`config.mk`:
```
export PLATFORM = sky130hd
export DESIGN_NAME = lcab_ram
export DESIGN_NICKNAME = d
export VERILOG_FILES = /design/src/hw/rtl/lcab_ram.sv
export SDC_FILE = /design/constraint.sdc
export NUM_CORES = 1
export LEC_CHECK = 0
export BUFFER_PORTS_ARGS = -buffer_cell sky130_fd_sc_hd__buf_2
export CAP_MARGIN = 20
export CORE_MARGIN = 5
export CORE_UTILIZATION = 54
export CTS_CLUSTER_DIAMETER = 120
export DETAILED_ROUTE_END_ITERATION = 10
export PLACE_DENSITY = 0.74
export SLEW_MARGIN = 10
export SYNTH_ARGS = -nofsm -noshare
export SYNTH_HDL_FRONTEND = slang
export SYNTH_SLANG_ARGS = --single-unit
export TNS_END_PERCENT = 100
```
`constraint.sdc`:
```
create_clock -name clk -period 1.6 [get_ports clk]
set_clock_uncertainty 0.05 [all_clocks]
set_input_delay 0.24 -clock clk [delete_from_list [all_inputs] [get_ports clk]]
set_output_delay 0.24 -clock clk [all_outputs]
set_load 0.005 [all_outputs]
```
`src/hw/rtl/lcab_ram.sv`:
```
// Generic single-write, single-read RAM with registered read data.
`default_nettype none
module lcab_ram #(
	parameter int WIDTH = 8,
	parameter int DEPTH = 16,
	parameter int AW    = $clog2(DEPTH)
) (
	input  wire logic             clk,
	input  wire logic             we,
	input  wire logic [AW-1:0]    waddr,
	input  wire logic [WIDTH-1:0] wdata,
	input  wire logic [AW-1:0]    raddr,
	output logic      [WIDTH-1:0] rdata
);
	logic [WIDTH-1:0] mem [DEPTH];

	always_ff @(posedge clk) begin
		if (we) begin
			mem[waddr] <= wdata;
		end
		rdata <= mem[raddr];
	end
endmodule
`default_nettype wire

```
==> results.md <==
- The type of the worst setup path is reg2reg.
- The number of port buffers is 25.
- The number of antenna violations at the first check in global routing is 0.
- The placed standard-cell area is 5563 µm².
- The total of fill cells in the finished design is 621.
- Counting every sink on the clock net gives 136.
- 26 I/O pins were placed.
- The number of vias per cell after detailed routing is 5.776.
- The maximum resistive drop on vdd is 0.6504 mV.
- Yosys printed 0 warnings.
- The sequential-to-total area share from yosys stat is 77.78%.
- The number of distinct library cells after synthesis is 19.
- The mapped netlist covers 5147 µm².
- After Yosys synthesis, full adders, half adders and majority gates account for 0% of the synthesized area.
- The count of cells along the worst hold path is 1.
- Leaving out fill and tap cells, the most frequent cell in the layout is edfxtp_1.
- The net total in the final layout is 304.
- The final cell count without fillers is 428.
- In this run the worst path has a maximum fanout of 1.
- The tightest hold margin is 0.06830 ns.
- The kind of launch point of the worst setup path is a flop.
- The worst hold path belongs to the class in2reg.
- The average footprint of a synthesized cell is 22.48 µm².
- The die area is 11590 µm².
- The synthesized instance count is 229.
- The power per standard cell area is 1357 nW/µm².
- CTS built an H-tree with a depth of 4.
- The y dimension of the die is 107.6 µm.
- The floorplan step set the die width to 107.6 µm.
- The via count of the first global-routing pass is 2579.
- Wires add up to 9.648 mm.
- Of the available clock period, the critical path in the final layout requires 89.60%.
- The synthesized design spends more area on one cell type than any other, namely edfxtp_1.
- The kind of capture point of the worst setup path is a flop.
- At the pin with the least slew margin, the transition time is 0.7288 ns.
- For this design the static power due to leakage is 2.124 nW.
- The final period demand of the worst path is 1.434 ns.
- 0 antenna diodes ended up in the layout.
- The max-slew violation count was 0.
- Measured on the finished design, the core utilization comes to 66.59%.
- The core area is 9284 µm².
- The number of hold buffers added after CTS is 0.
- At the placement stage, the worst setup path has a slack of -0.1275 ns.
- The area taken by multi-input logic gates is 1062 µm².
- Across the run, the number of max-cap violations was 0.
- The top cell types in the final layout, fill and taps aside, are edfxtp_1, buf_2, buf_4.
- The number of flip-flops and latches in the synthesized netlist is 136.
- Setup repair after global routing left no endpoint under its margin.
- The routed via count is 2472.
- Derived from the worst setup path, the maximum achievable clock frequency is 697.5 MHz.
- By area, the combinational part of the netlist is dominated by multiplexers.
- The length in cells of the worst reg-to-reg path is 3.
- The xor and xnor area share after synthesis is 0%.
- TritonCTS created 17 clock buffers.
- In this run, the number of DRC markers left after iteration 0 of detailed routing was 198.
- The congestion estimate from routability-driven global placement came to 0.7274.
- The max-slew headroom at the worst pin is 51.31%.
- The number of nets produced by synthesis is 247.
- The first global-routing pass estimated 14.95 mm of wire.
- The clock slew at the register clock pins of the worst setup and hold paths is 0.06 ns.
- In this run the remaining antenna-violating nets after routing total 0.
- CTS placed an instance of clkbuf_8 at the clock tree root.
- Detailed placement finished with a half-perimeter wire length of 6.159 mm.
- The TritonCTS clock tree is done.
- The register area is 4004 µm².
- The area growth from synthesis to layout is 20.10%.
- The post-route worst setup slack is 0.1663 ns.
- Summing the areas of all compound-gate instances in the mapped netlist gives 2.333% of the synthesized area.
- By area the synthesized netlist is led by edfxtp_1, mux4_2, mux4_1, dfxtp_1, a22oi_1.
- Once placement completed, the tool counted placed cells totaling 396.
- The pin count of the biggest net entering global routing is 22.
- Of the cells placed in the final design, the portion with a size suffix greater than 1 is 33.11%.
- The summed area of non-filler cells in the final layout is 6182 µm².
- Across every metal layer, demand over resource in global routing totals 18.49%.
- The flow ran to the end, and the final reports show no timing, DRC or antenna violations.
- Post-CTS repair changed the size of 0 cells.
- Once the floorplan was initialized, standard cells occupied 55.44% of the core.
- The arrival time reported for the critical path endpoint is 1.78 ns.
- Summing the areas of all and, or, nand and nor instances in the mapped netlist gives 3.184% of the synthesized area.
- The portion of synthesized area spent on multiplexers is 15.02%.
- The later-pin clock latency in the skew report is 0.51 ns.
- The buffer levels on the longest clock path is 2.
- Buffers added to address setup during post-CTS repair amount to 0.
- The required time at the endpoint of the critical path is 1.94 ns.
- Dividing the detail-routed wire length by the instance count gives 22.54 µm.
- For this run the aggregate overflow at the end of global routing stands at 0.
- For the final routed database, the setup TNS stands at 0 ns.
- The total power after layout is 8.389 mW.
- The share of synthesized area in the top cell type comes to 74.67%.
- The standard-cell row count is 35.
- Setup violations remaining at the end of the flow were counted as 0.
- The count of final hold-check violations was 0.
- The total iterations of the first detailed-routing run is 4.
- For this run, design rule violations remaining after detail routing come to 0.
[registers in the layout, summed over array words and instances (netlist names)]
register,count
rdata,8
mem,128
[synth_stat cells, drive strengths merged]
library cell and n:
nor2 13, nor3 4, mux4 32, nand2 9
nand3b 2, dfxtp 8, nand3 1, or3b 1
edfxtp 128, nand2b 2, clkdlybuf4s25 3, buf 7
a22oi 16, and2b 1, nor2b 1, and2 1
[cell families after synthesis]
group,count (synthesis)
flops,136
simple gates,35
mux,32
compound gates,16
buf+inv,10
[critical path, cell delays in order, from the launching register on]
cell	delay (ns)
edfxtp_1	0.37
mux4_1	0.51
a22oi_1	0.31
nand2_1	0.08
[routing by layer]
| metal | vias to the layer above | track usage (%) | routed length (µm) |
|---|---|---|---|
| li1 | 1084 | - | - |
| met1 | 1275 | 24.71 | 3983 |
| met2 | 111 | 29.00 | 4860 |
| met3 | 2 | 5.759 | 755 |
| met4 | 0 | 6.492 | 49 |
| met5 | - | 0 | 0 |
[report_power, final]
part / internal (mW) / total [mW] / switching (mW)
sequential: 3.98 / 4.01 / 0.0221
combinational: 0.167 / 0.375 / 0.207
clock: 2.61 / 4.01 / 1.40
total: 6.76 / 8.39 / 1.63
[cell type report]
cell class	instances	area share, %
clock inverter	12	2.813
timing repair buffer	48	5.424
sequential	136	64.76
multi-input combinational	83	17.18
tap	129	2.611
clock buffer	20	7.205
[path summary, 6_finish.rpt]
kind                                  from        end  slack (ns)
worst min register to register  mem[14][3]   rdata[3]        0.62
worst min-delay path              wdata[0]  mem[1][0]        0.07
worst max register to register   mem[1][3]   rdata[3]        0.17
worst max-delay path             mem[1][3]   rdata[3]        0.17
Power figures use the tool's default switching activity.
